===== src/rtl/core/rtpfu_pkg.sv =====
// ----------------------------------------------------------------------------
// rtpfu_pkg
// shared constants and types for the fu-a packetizer
// ----------------------------------------------------------------------------
package rtpfu_pkg;

  localparam int MAX_PAYLOAD = 1400;
  localparam int SIZE_W      = 24;
  localparam int CHUNK_W     = $clog2(MAX_PAYLOAD + 1);

  localparam logic [SIZE_W-1:0]  MAX_PAYLOAD_LEN  = SIZE_W'(MAX_PAYLOAD);
  localparam logic [CHUNK_W-1:0] MAX_PAYLOAD_FILL = CHUNK_W'(MAX_PAYLOAD);

  localparam logic [7:0] NAL_TYPE_MASK = 8'h1f;
  localparam logic [7:0] NAL_NRI_MASK  = 8'h60;
  localparam logic [7:0] FU_A_TYPE     = 8'd28;
  localparam logic [7:0] FU_START_BIT  = 8'h80;
  localparam logic [7:0] FU_END_BIT    = 8'h40;
  localparam logic [7:0] NAL_TYPE_SPS  = 8'd7;
  localparam logic [7:0] NAL_TYPE_PPS  = 8'd8;

  localparam logic [31:0] TS_INCREMENT_RESET = 32'd3600;

  localparam int QUEUE_DEPTH = 4;
  localparam int QPTR_W      = $clog2(QUEUE_DEPTH);
  localparam int QCNT_W      = $clog2(QUEUE_DEPTH + 1);

  typedef struct packed {
    logic        fu;
    logic [7:0]  ind;
    logic [7:0]  fuh;
    logic [7:0]  data;
    logic        dstart;
    logic        dend;
    logic [15:0] seq;
    logic [31:0] rtime;
  } rtpfu_job_t;

  typedef enum logic [2:0] {
    PH_IND  = 3'b001,
    PH_FUH  = 3'b010,
    PH_DATA = 3'b100
  } rtpfu_phase_t;

endpackage


===== src/rtl/core/h264_rtp_fu_a_packetizer.sv =====
// ----------------------------------------------------------------------------
// h264_rtp_fu_a_packetizer
// h.264 nal unit to rtp payload bytes, single nal and fu-a fragmentation
// ----------------------------------------------------------------------------
// throughput: one request per cycle while the job queue is not full; a chunk start
//   yields three results, bounded by the single output byte per cycle of the back half
// a four-entry job queue lets input and output stall independently
// reset: synchronous, clears counters and queue, ts_increment returns to 3600
// ----------------------------------------------------------------------------
module h264_rtp_fu_a_packetizer import rtpfu_pkg::*; (
  input  logic        clk,
  input  logic        rst,
  input  logic        cfg_we,
  input  logic [31:0] cfg_wdata,
  input  logic        s_tvalid,
  output logic        s_tready,
  input  logic [31:0] s_tdata,   // nal_byte[7:0], nal_size[31:8]
  input  logic        s_tuser,   // nal_first
  output logic        m_tvalid,
  input  logic        m_tready,
  output logic [55:0] m_tdata,   // out_byte[7:0], seq_num[23:8], rtp_time[55:24]
  output logic [1:0]  m_tuser,   // pkt_start[0], run_last[1]
  output logic        m_tlast    // pkt_end
);

  logic        push;
  logic        q_full;
  logic        q_valid;
  logic        pop;
  rtpfu_job_t  push_job;
  rtpfu_job_t  pop_job;
  logic [7:0]  out_byte;
  logic        pkt_start;
  logic        pkt_end;
  logic [15:0] seq_num;
  logic [31:0] rtp_time;
  logic        run_last;

  rtpfu_front u_front (
    .clk       (clk),
    .rst       (rst),
    .cfg_we    (cfg_we),
    .cfg_wdata (cfg_wdata),
    .in_valid  (s_tvalid),
    .in_ready  (s_tready),
    .nal_byte  (s_tdata[7:0]),
    .nal_first (s_tuser),
    .nal_size  (s_tdata[31:8]),
    .q_full    (q_full),
    .push      (push),
    .job       (push_job)
  );

  rtpfu_queue u_queue (
    .clk      (clk),
    .rst      (rst),
    .push     (push),
    .push_job (push_job),
    .full     (q_full),
    .pop      (pop),
    .q_valid  (q_valid),
    .pop_job  (pop_job)
  );

  rtpfu_back u_back (
    .clk       (clk),
    .rst       (rst),
    .q_valid   (q_valid),
    .q_job     (pop_job),
    .pop       (pop),
    .out_valid (m_tvalid),
    .out_ready (m_tready),
    .out_byte  (out_byte),
    .pkt_start (pkt_start),
    .pkt_end   (pkt_end),
    .seq_num   (seq_num),
    .rtp_time  (rtp_time),
    .run_last  (run_last)
  );

  assign m_tdata = {rtp_time, seq_num, out_byte};
  assign m_tuser = {run_last, pkt_start};
  assign m_tlast = pkt_end;

endmodule


===== src/rtl/core/rtpfu_front.sv =====
// ----------------------------------------------------------------------------
// rtpfu_front
// accepts nal bytes, tracks packet state and emits at most one job per request
// ----------------------------------------------------------------------------
module rtpfu_front import rtpfu_pkg::*; (
  input  logic              clk,
  input  logic              rst,
  input  logic              cfg_we,
  input  logic [31:0]       cfg_wdata,
  input  logic              in_valid,
  output logic              in_ready,
  input  logic [7:0]        nal_byte,
  input  logic              nal_first,
  input  logic [SIZE_W-1:0] nal_size,
  input  logic              q_full,
  output logic              push,
  output rtpfu_job_t        job
);

  logic [31:0]        ts_increment;
  logic [15:0]        seq_counter, seq_counter_next;
  logic [31:0]        time_counter, time_counter_next;
  logic [7:0]         header_byte, header_byte_next;
  logic               fragment_mode, fragment_mode_next;
  logic [SIZE_W-1:0]  bytes_left, bytes_left_next;
  logic [CHUNK_W-1:0] chunk_fill, chunk_fill_next;
  logic               first_chunk, first_chunk_next;

  logic               accept;
  logic               emit;
  logic [SIZE_W-1:0]  size_eff;
  logic [SIZE_W-1:0]  left_dec;
  logic [CHUNK_W-1:0] fill_inc;
  logic [7:0]         hdr_type;
  logic [7:0]         fu_hdr;
  logic               frag_end;

  assign in_ready = !q_full;
  assign accept   = in_valid && in_ready;
  assign push     = accept && emit;

  always_comb begin
    size_eff  = (nal_size == '0) ? SIZE_W'(1) : nal_size;
    left_dec  = bytes_left - SIZE_W'(1);
    fill_inc  = chunk_fill + CHUNK_W'(1);
    hdr_type  = header_byte & NAL_TYPE_MASK;
    fu_hdr    = hdr_type;
    frag_end  = 1'b0;

    seq_counter_next   = seq_counter;
    time_counter_next  = time_counter;
    header_byte_next   = header_byte;
    fragment_mode_next = fragment_mode;
    bytes_left_next    = bytes_left;
    chunk_fill_next    = chunk_fill;
    first_chunk_next   = first_chunk;

    emit       = 1'b0;
    job.fu     = 1'b0;
    job.ind    = (header_byte & NAL_NRI_MASK) | FU_A_TYPE;
    job.fuh    = fu_hdr;
    job.data   = nal_byte;
    job.dstart = 1'b0;
    job.dend   = 1'b0;
    job.seq    = seq_counter;
    job.rtime  = time_counter;

    if (nal_first) begin
      header_byte_next = nal_byte;
      bytes_left_next  = size_eff - SIZE_W'(1);
      chunk_fill_next  = '0;
      first_chunk_next = 1'b1;
      if (size_eff <= MAX_PAYLOAD_LEN) begin
        fragment_mode_next = 1'b0;
        emit       = 1'b1;
        job.dstart = 1'b1;
        job.dend   = (size_eff == SIZE_W'(1));
        if (size_eff == SIZE_W'(1)) begin
          seq_counter_next = seq_counter + 16'd1;
          if (((nal_byte & NAL_TYPE_MASK) != NAL_TYPE_SPS) &&
              ((nal_byte & NAL_TYPE_MASK) != NAL_TYPE_PPS)) begin
            time_counter_next = time_counter + ts_increment;
          end
        end
      end else begin
        fragment_mode_next = 1'b1;
      end
    end else if (bytes_left == '0) begin
      emit = 1'b0;
    end else if (!fragment_mode) begin
      bytes_left_next = left_dec;
      emit     = 1'b1;
      job.dend = (left_dec == '0);
      if (left_dec == '0) begin
        seq_counter_next = seq_counter + 16'd1;
        if ((hdr_type != NAL_TYPE_SPS) && (hdr_type != NAL_TYPE_PPS)) begin
          time_counter_next = time_counter + ts_increment;
        end
      end
    end else begin
      if (first_chunk) begin
        fu_hdr = hdr_type | FU_START_BIT;
      end else if (bytes_left <= MAX_PAYLOAD_LEN) begin
        fu_hdr = hdr_type | FU_END_BIT;
      end
      emit     = 1'b1;
      job.fu   = (chunk_fill == '0);
      job.fuh  = fu_hdr;
      frag_end = (fill_inc >= MAX_PAYLOAD_FILL) || (left_dec == '0) ||
                 (first_chunk && (left_dec == SIZE_W'(1)));
      job.dend = frag_end;
      bytes_left_next = left_dec;
      chunk_fill_next = fill_inc;
      if (frag_end) begin
        seq_counter_next = seq_counter + 16'd1;
        chunk_fill_next  = '0;
        first_chunk_next = 1'b0;
      end
      if (left_dec == '0) begin
        time_counter_next  = time_counter + ts_increment;
        first_chunk_next   = 1'b1;
        fragment_mode_next = 1'b0;
      end
    end
  end

  always_ff @(posedge clk) begin
    if (rst) begin
      ts_increment  <= TS_INCREMENT_RESET;
      seq_counter   <= '0;
      time_counter  <= '0;
      header_byte   <= '0;
      fragment_mode <= 1'b0;
      bytes_left    <= '0;
      chunk_fill    <= '0;
      first_chunk   <= 1'b1;
    end else begin
      if (cfg_we) begin
        ts_increment <= cfg_wdata;
      end
      if (accept) begin
        seq_counter   <= seq_counter_next;
        time_counter  <= time_counter_next;
        header_byte   <= header_byte_next;
        fragment_mode <= fragment_mode_next;
        bytes_left    <= bytes_left_next;
        chunk_fill    <= chunk_fill_next;
        first_chunk   <= first_chunk_next;
      end
    end
  end

endmodule


===== src/rtl/core/rtpfu_queue.sv =====
// ----------------------------------------------------------------------------
// rtpfu_queue
// short job fifo between the front and back halves
// ----------------------------------------------------------------------------
module rtpfu_queue import rtpfu_pkg::*; (
  input  logic       clk,
  input  logic       rst,
  input  logic       push,
  input  rtpfu_job_t push_job,
  output logic       full,
  input  logic       pop,
  output logic       q_valid,
  output rtpfu_job_t pop_job
);

  rtpfu_job_t        mem [QUEUE_DEPTH];
  logic [QPTR_W-1:0] wr_ptr;
  logic [QPTR_W-1:0] rd_ptr;
  logic [QCNT_W-1:0] count;
  logic              do_push;
  logic              do_pop;

  assign full    = (count == QCNT_W'(QUEUE_DEPTH));
  assign q_valid = (count != '0);
  assign pop_job = mem[rd_ptr];
  assign do_push = push && !full;
  assign do_pop  = pop && q_valid;

  always_ff @(posedge clk) begin
    if (do_push) begin
      mem[wr_ptr] <= push_job;
    end
  end

  always_ff @(posedge clk) begin
    if (rst) begin
      wr_ptr <= '0;
      rd_ptr <= '0;
      count  <= '0;
    end else begin
      if (do_push) begin
        wr_ptr <= wr_ptr + QPTR_W'(1);
      end
      if (do_pop) begin
        rd_ptr <= rd_ptr + QPTR_W'(1);
      end
      if (do_push && !do_pop) begin
        count <= count + QCNT_W'(1);
      end else if (do_pop && !do_push) begin
        count <= count - QCNT_W'(1);
      end
    end
  end

endmodule


===== src/rtl/core/rtpfu_back.sv =====
// ----------------------------------------------------------------------------
// rtpfu_back
// expands each job into its data byte result, preceded by fu indicator and fu header results when job.fu is set
// ----------------------------------------------------------------------------
module rtpfu_back import rtpfu_pkg::*; (
  input  logic        clk,
  input  logic        rst,
  input  logic        q_valid,
  input  rtpfu_job_t  q_job,
  output logic        pop,
  output logic        out_valid,
  input  logic        out_ready,
  output logic [7:0]  out_byte,
  output logic        pkt_start,
  output logic        pkt_end,
  output logic [15:0] seq_num,
  output logic [31:0] rtp_time,
  output logic        run_last
);

  rtpfu_job_t   cur;
  logic         cur_valid;
  rtpfu_phase_t phase;
  logic         fire;

  assign out_valid = cur_valid;
  assign fire      = cur_valid && out_ready;
  assign pop       = q_valid && (!cur_valid || (out_ready && phase == PH_DATA));
  assign seq_num   = cur.seq;
  assign rtp_time  = cur.rtime;

  always_comb begin
    out_byte  = cur.data;
    pkt_start = cur.dstart;
    pkt_end   = cur.dend;
    run_last  = 1'b1;
    unique case (phase)
      PH_IND: begin
        out_byte  = cur.ind;
        pkt_start = 1'b1;
        pkt_end   = 1'b0;
        run_last  = 1'b0;
      end
      PH_FUH: begin
        out_byte  = cur.fuh;
        pkt_start = 1'b0;
        pkt_end   = 1'b0;
        run_last  = 1'b0;
      end
      default: begin
        out_byte  = cur.data;
        pkt_start = cur.dstart;
        pkt_end   = cur.dend;
        run_last  = 1'b1;
      end
    endcase
  end

  always_ff @(posedge clk) begin
    if (pop) begin
      cur <= q_job;
    end
  end

  always_ff @(posedge clk) begin
    if (rst) begin
      cur_valid <= 1'b0;
      phase     <= PH_DATA;
    end else if (pop) begin
      cur_valid <= 1'b1;
      phase     <= q_job.fu ? PH_IND : PH_DATA;
    end else if (fire) begin
      unique case (phase)
        PH_IND:  phase <= PH_FUH;
        PH_FUH:  phase <= PH_DATA;
        default: cur_valid <= 1'b0;
      endcase
    end
  end

endmodule

===== config.mk =====
export PLATFORM = sky130hd
export DESIGN_NAME = h264_rtp_fu_a_packetizer
export DESIGN_NICKNAME = d
export VERILOG_FILES = /design/src/rtl/core/rtpfu_pkg.sv /design/src/rtl/core/h264_rtp_fu_a_packetizer.sv /design/src/rtl/core/rtpfu_front.sv /design/src/rtl/core/rtpfu_queue.sv /design/src/rtl/core/rtpfu_back.sv
export SDC_FILE = /design/constraint.sdc
export NUM_CORES = 1
export LEC_CHECK = 0
export ABC_AREA = 0
export BUFFER_PORTS_ARGS = -buffer_cell sky130_fd_sc_hd__buf_4
export CAP_MARGIN = 10
export CORE_ASPECT_RATIO = 0.8
export CORE_UTILIZATION = 60
export CTS_BUF_LIST = sky130_fd_sc_hd__clkbuf_4 sky130_fd_sc_hd__clkbuf_8
export DETAILED_ROUTE_END_ITERATION = 8
export HOLD_SLACK_MARGIN = 0.03
export PLACE_DENSITY_LB_ADDON = 0.05
export SYNTH_ARGS = -nofsm -noshare
export SYNTH_HDL_FRONTEND = slang
export SYNTH_SLANG_ARGS = --single-unit

===== constraint.sdc =====
create_clock -name clk -period 7.1 [get_ports clk]
set_clock_uncertainty 0.15 [all_clocks]
set_input_delay 1.42 -clock clk [delete_from_list [all_inputs] [get_ports clk]]
set_output_delay 1.42 -clock clk [all_outputs]
set_load 0.005 [all_outputs]

# Word level (Yosys, flattened, before mapping)

Memories as Yosys holds them, arrays and structs flattened. A register that Yosys moved wholly into a read port is not among the register bits.
Cells that the tools add are included.

Add/sub/neg operators: 9
$mul: 0
Divide/modulo/power cells: 0
Magnitude comparators: 3
Equal/unequal tests: 16
Shifts and indexed selects: 0
Muxes and demuxes: 66
Bitwise operators: 0
Reduce and logical (&&, ||, !) cells: 41

Operators with widths:

| operator                                                         | number |
|---|---|
| two-way mux 32 bit                                               | 9 |
| two-way mux 16 bit                                               | 7 |
| zero test 24 bit                                                 | 3 |
| two-way mux 24 bit                                               | 3 |
| == test 24 x 1 -> 1 bit, second input constant                   | 2 |
| less-or-equal comparator 24 x 11 -> 1 bit, second input constant | 2 |
| subtractor 24 x 1 -> 24 bit, second input constant               | 2 |
| two-way mux 11 bit                                               | 4 |
| adder 32 bit                                                     | 1 |
| two-way mux 8 bit                                                | 4 |
| two-way mux 1 bit                                                | 27 |
| adder 16 x 1 -> 16 bit, second input constant                    | 1 |
| case mux 8 bit (2 select lines)                                  | 1 |
| two-way mux 3 bit                                                | 5 |
| nonzero test 3 bit                                               | 5 |
| logical AND 1 bit                                                | 12 |
| adder 11 x 1 -> 11 bit, second input constant                    | 1 |
| >= comparator 11 bit, second input constant                      | 1 |
| zero test 11 bit                                                 | 1 |
| != test 5 x 3 -> 1 bit, second input constant                    | 2 |
| != test 5 x 4 -> 1 bit, second input constant                    | 2 |
| != test 2 x 1 -> 1 bit, second input constant                    | 4 |
| AND reduction 2 bit                                              | 4 |
| nonzero test 2 bit                                               | 4 |
| 19 further kinds                                                 | 28 |

Register bits after elaboration: 209
Latch bits: 0
Memory bits (writable): 276
ROM bits: 0
Output and inout bits: 61
Memories kept: 1

Memories:

| memory      | words | width | read ports | clocked after Yosys merged registers in | write ports | line              | source |
|---|---|---|---|---|---|---|---|
| u_queue.mem | 4     | 69    | 1          | 1                                       | 1           | rtpfu_queue.sv:16 | `rtpfu_job_t mem [QUEUE_DEPTH];` |

# Logic depth before layout (Yosys ltp)

Depth after elaboration: 11
Depth in mapped cells: 17
Mapped depth without buffers: 16

# Modules after synthesis

Synthesis repeated with hierarchy kept, for this count alone.

Cell total of the unflattened synthesis: 1,692
Area total of the unflattened synthesis: 22,565.4 um2

Modules (own cells, without submodules):

| module                   | instances | cells each | area an instance (um2) |
|---|---|---|---|
| rtpfu_queue              | 1         | 439        | 11,282.1 |
| rtpfu_front              | 1         | 1,065      | 8,262.9 |
| rtpfu_back               | 1         | 186        | 3,005.4 |
| h264_rtp_fu_a_packetizer | 1         | 2          | 15.0 |

# Least setup slack after synthesis

OpenSTA, ideal clock, no wires.

Kind: in2reg
Start: input port m_tready
End: register u_queue.count[2]
Library setup time: 0.070 ns
Data arrival time: 6.358 ns
Path slack: 0.521 ns
Stages on the path: 9
Path buffers: 0
Path through: nand3_1 a21oi_1 inv_1 ha_1 inv_1 fa_1 xor2_1 or3_1 a21oi_1

Cells in the longest elaborated chain, start to end: 7
Elaborated cells on any way between the ends: 9

RTL lines:

| what                                                           | line                           | source |
|---|---|---|
| start: declaration                                             | h264_rtp_fu_a_packetizer.sv:20 | `input logic m_tready,` |
| logical AND 1 bit (*)                                          | rtpfu_back.sv:28               | `assign pop = q_valid && (!cur_valid \|\| (out_ready && phase == PH_DATA));` |
| logical OR 1 bit (*)                                           | rtpfu_back.sv:28               |  |
| logical AND 1 bit (*)                                          | rtpfu_back.sv:28               |  |
| via pop                                                        | h264_rtp_fu_a_packetizer.sv:29 | `logic pop;` |
| logical AND 1 bit (*)                                          | rtpfu_queue.sv:27              | `assign do_pop = pop && q_valid;` |
| zero test 1 bit                                                | rtpfu_queue.sv:47              | `if (do_push && !do_pop) begin` |
| logical AND 1 bit                                              | rtpfu_queue.sv:47              |  |
| two-way mux 3 bit / nonzero test 2 bit (equally long branches) | -                              |  |
| end signal: assignment                                         | rtpfu_queue.sv:48              | `count <= count + QCNT_W'(1);` |
| end signal: assignment                                         | rtpfu_queue.sv:50              | `count <= count - QCNT_W'(1);` |
| end: declaration                                               | rtpfu_queue.sv:19              | `logic [QCNT_W-1:0] count;` |

The timed path passes the listed nets; every way through them passes the cells marked *.
A chain may end at the register's enable or synchronous reset.

# Final worst setup path

Start: input port s_tdata[27]
End: register u_front.time_counter[31]

Cells in the longest elaborated chain, start to end: 5
Elaborated cells on any way between the ends: 7

RTL lines:

| what                                                                                        | line                                 | source |
|---|---|---|
| start: declaration                                                                          | h264_rtp_fu_a_packetizer.sv:17       | `input logic [31:0] s_tdata,` |
| zero test 24 bit                                                                            | rtpfu_front.sv:43                    | `size_eff = (nal_size == '0) ? SIZE_W'(1) : nal_size;` |
| two-way mux 24 bit (*)                                                                      | rtpfu_front.sv:43                    |  |
| less-or-equal comparator 24 x 11 -> 1 bit / == test 24 x 1 -> 1 bit (equally long branches) | rtpfu_front.sv:73, rtpfu_front.sv:78 |  |
| != test 2 x 1 -> 1 bit (no source line)                                                     | -                                    |  |
| AND reduction 7 bit (no source line) (*)                                                    | -                                    |  |
| end signal: assignment                                                                      | rtpfu_front.sv:143                   | `time_counter <= time_counter_next;` |
| end: declaration                                                                            | rtpfu_front.sv:22                    | `logic [31:0] time_counter, time_counter_next;` |

Mark *: on every way between the ends. The rest lies on a longest branch, timed or not.

==> qor_table.md <==
| Parameter | Value |
|---|---|
| Total number of H-tree levels | 3 |
| Data arrival time of the worst path | 5.78 ns |
| Overall die width | 213.2 um |
| Inserted Clock Buffers | 73 |
| Fin. Hold Viols | 0 |
| Int Power | 5632 uW |
| Critical Path Sink Type | register |
| Worst setup SP type | input port |
| Number of sinks on the clock net | 476 |
| Hold path cells | 2 |
| Effective utilization at floorplan | 61.23% |
| Post-detailed-route wirelength per cell | 20.05 um |
| Hold buffer count at cts | 0 |
| Clk Latency, worst-skew pair | 0.61 ns |
| Number of warnings printed during yosys synthesis | 0 |
| Gr usage total | 25.49% |
| Syn-to-layout area delta | 11.70% |
| Relative contribution of sequential cells to total power | 48.1% |
| Total Routed Length | 45,460 um |
| Max Clk Rate | 0.1833 GHz |
| Clock period minus final worst setup slack | 5.455 ns |
| Placed cell count | 2,131 |
| Core Footprint | 0.03496 mm^2 |
| Async S/R FF share, synth | 0% |
| Clock transition at the register clock pins on the worst setup and hold paths after CTS | 0.06 ns |
| Sequential fraction of the synthesis area | 60.38% |
| Routability-driven placement congestion ratio | 0.9162 |
| Final worst-path cycle share | 76.82% |
| Overall die area | 0.03644 mm^2 |
| Leading cell type in the layout, fill and taps excluded | edfxtp_1 |
| Core occupancy in the finished layout | 68.39% |
| Avg Vias per Cell | 5.963 |
| Number of distinct standard cells referenced by the synthesized netlist | 83 |
| Global-route wire length before repair | 71,260 um |
| Gate count after technology mapping | 1,657 |
| Endpoints failing setup | 0 |
| Switching Share | 28.20% |
| Maximum fanout encountered on the critical timing path | 21 |
| Largest net degree at the start of global routing | 69 |
| Number of synthesized register bits | 476 |
| Antenna violations before repair | 0 |
| Placement Setup Slack | 1.057 ns |
| Worst min-delay path category | reg -> reg |
| Worst slew slack as a fraction of its limit | 23.02% |
| DRC violation total after the first TritonRoute iteration | 921 |
| Clock tree from TritonCTS | yes |
| Number of primary I/O pins | 131 |
| Post-cts repair resize count | 0 |
| Status | finished clean |
| Most used DFF post-synth | edfxtp_1 |
| Combinational power share | 20.8% |
| Number of cells traversed by the worst register-to-register path | 11 |
| Ratio of cells with drive above 1 in the final layout | 21.34% |
| Nets | 1,851 |
| Post-synth EDFFs | 339 |
| Number of standard cells in the final layout excluding fillers | 2,267 |
| Standard-cell row count | 61 |
| Half-perimeter wire length after placement | 28,400 um |
| Total of fill cells in the finished design | 2,550 |
| Number of remaining DRC errors | 0 |
| Summed instance area of the synthesized netlist | 0.02140 mm^2 |
| Post-CTS Setup Bufs | 0 |
| CTS root buffer | clkbuf_8 |
| Final total negative setup slack | 0 ns |
| Actual transition at the worst max-transition pin | 1.148 ns |
| Buffers from clock root to sink, at most | 3 |
| Net switching power | 2212 uW |
| Port buffer count | 130 |
| Type of the setup path with the least slack | in -> reg |
| Required time of the worst setup path | 7.43 ns |
| Number of pins with negative max-slew slack in the final report | 0 |
| Setup repair after global routing missed its margin | no |
| Height of the chip | 170.9 um |
| Number of search-and-repair iterations in the first detailed-routing pass | 5 |
| Power density over the cells | 328.1 mW/mm^2 |
| Commonest non-fill, non-tap cells in the layout | edfxtp_1 (339), nor2_1 (158), buf_4 (140) |
| Maximum vdd ir drop | 0.1918 mV |
| Syn_area_per_cell | 12.92 um^2 |
| Final ANT Viol Nets | 0 |
| Via count of the first global-routing pass | 13,020 |
| Leakage power | 0.008714 uW |
| Syn Nets | 1,774 |
| PnR worst setup slack | 1.645 ns |
| Internal reg-to-reg setup slack | 2.52 ns |
| Number of antenna diodes | 0 |
| Maximum capacitance violations | 0 |
| Total number of vias | 13,520 |
| Clock network fraction of total power | 31.1% |
| Overall overflow remaining after global route | 0 |
==> power groups by stage <==
stage / registers [uW] / clock network (uW) / logic (uW)
floorplan: 3630 / 0 / 1340
global placement: 3830 / 0 / 1610
detailed placement: 3830 / 0 / 1630
CTS: 3780 / 2490 / 1650
global route: 3820 / 2610 / 1790
finish: 3780 / 2440 / 1630
==> worst max-delay path, cell delays in order <==
cell       delay (ns)
buf_4            0.13
nor4_1           0.56
nand4bb_1        0.27
nor3_1           0.44
a41oi_1          0.32
ha_1             0.30
nor2b_1          0.13
o21bai_1         0.15
a21oi_1          0.11
o2111ai_1        0.44
a21oi_1          0.22
a32oi_4          0.65
nor2b_1          0.12
mux2i_1          0.17
mux2_2           0.35
==> area by class of cell <==
type                       count  area (um^2)  share of cell area [%]
inverter                      27        101.3                  0.4239
timing repair buffer         140         1051                   4.396
tap                          472        590.6                   2.470
multi-input combinational   1016         7621                   31.88
clock buffer                 108         1361                   5.694
clock inverter                28        252.7                   1.057
sequential                   476        12930                   54.08
==> cells by family (layout without fill, tap and decap cells) <==
| kind of cell | Yosys count | count (layout) | synth area share [%] |
|---|---|---|---|
| buffers and inverters | 165 | 303 | 4.133 |
| adder cells (fa/ha/maj) | 47 | 47 | 2.818 |
| flip-flops | 476 | 476 | 60.38 |
| multiplexers | 124 | 124 | 9.804 |
| AND/OR/NAND/NOR | 484 | 484 | 11.39 |
| XOR/XNOR | 61 | 61 | 2.496 |
| AO/OA/AOI/OAI | 300 | 300 | 8.979 |
==> cells in the mapped netlist, types with 5 or more instances <==
| cell type | n | area (um^2) |
|---|---|---|
| a211oi_1 | 8 | 60.06 |
| a21o_1 | 19 | 142.6 |
| a21oi_1 | 99 | 495.5 |
| a22oi_1 | 9 | 67.56 |
| a31oi_1 | 8 | 50.05 |
| and2_1 | 11 | 68.82 |
| and3_1 | 15 | 93.84 |
| buf_1 | 23 | 86.33 |
| buf_2 | 7 | 35.03 |
| buf_4 | 51 | 382.9 |
| buf_6 | 5 | 56.30 |
| clkbuf_1 | 50 | 187.7 |
| dfxtp_1 | 137 | 2743 |
| edfxtp_1 | 339 | 10180 |
| ha_1 | 45 | 563.0 |
| inv_1 | 27 | 101.4 |
| mux2i_1 | 51 | 510.5 |
| mux4_2 | 68 | 1531 |
| nand2_1 | 113 | 424.2 |
| nand2b_1 | 9 | 56.30 |
| nand3_1 | 23 | 115.1 |
| nand4_1 | 16 | 100.1 |
| nor2_1 | 158 | 593.1 |
| nor2b_1 | 18 | 112.6 |
| nor3_1 | 30 | 150.1 |
| nor4_1 | 18 | 112.6 |
| o211ai_1 | 12 | 90.09 |
| o21a_1 | 5 | 37.54 |
| o21ai_0 | 70 | 350.3 |
| o22a_1 | 6 | 52.55 |
| o311ai_0 | 8 | 70.07 |
| o31ai_1 | 8 | 60.06 |
| o41ai_1 | 10 | 87.58 |
| or2_2 | 16 | 100.1 |
| or3_1 | 13 | 81.33 |
| or4_1 | 5 | 37.54 |
| xnor2_1 | 39 | 341.6 |
| xor2_1 | 22 | 192.7 |
==> flip-flops by register name (all words and copies together), names as in the netlist, 3 cells and up, named ones only <==
register              count
u_queue.mem             272
u_front.header_byte       7
u_back.cur               19
u_front.seq_counter      16
u_front.ts_increment     32
u_back.rtp_time          32
u_front.time_counter     32
u_front.bytes_left       24
u_queue.count             3
u_front.chunk_fill       11
u_back.seq_num           16
u_back.phase              3
==> path summary, 6_finish.rpt <==
| check | from | end |
|---|---|---|
| hold / removal | u_queue.count[2] | u_queue.count[2] |
| hold reg to reg | u_queue.count[2] | u_queue.count[2] |
| setup / recovery | s_tdata[27] | u_front.time_counter[31] |
| setup reg to reg | u_front.bytes_left[0] | u_front.seq_counter[15] |
==> layer usage <==
metal,wire length (um),vias up,track usage (%)
met3,2398,74,3.873
met1,21840,6673,38.68
met2,20310,394,37.87
met4,905,0,8.106
met5,0,-,0
li1,-,6377,-
==> through the flow <==
step / cell area [um^2] / hold slack (ns) / power, uW
2_1_floorplan: 21400 / 0.2960 / 4967
3_3_place_gp: 22290 / 0.3292 / 5437
3_5_place_dp: 22290 / 0.3449 / 5466
4_1_cts: 23910 / 0.3565 / 7916
5_1_grt: 23910 / 0.3756 / 8228
6_report: 23910 / 0.3551 / 7844
Note: power is estimated with default switching activity, not from simulation.
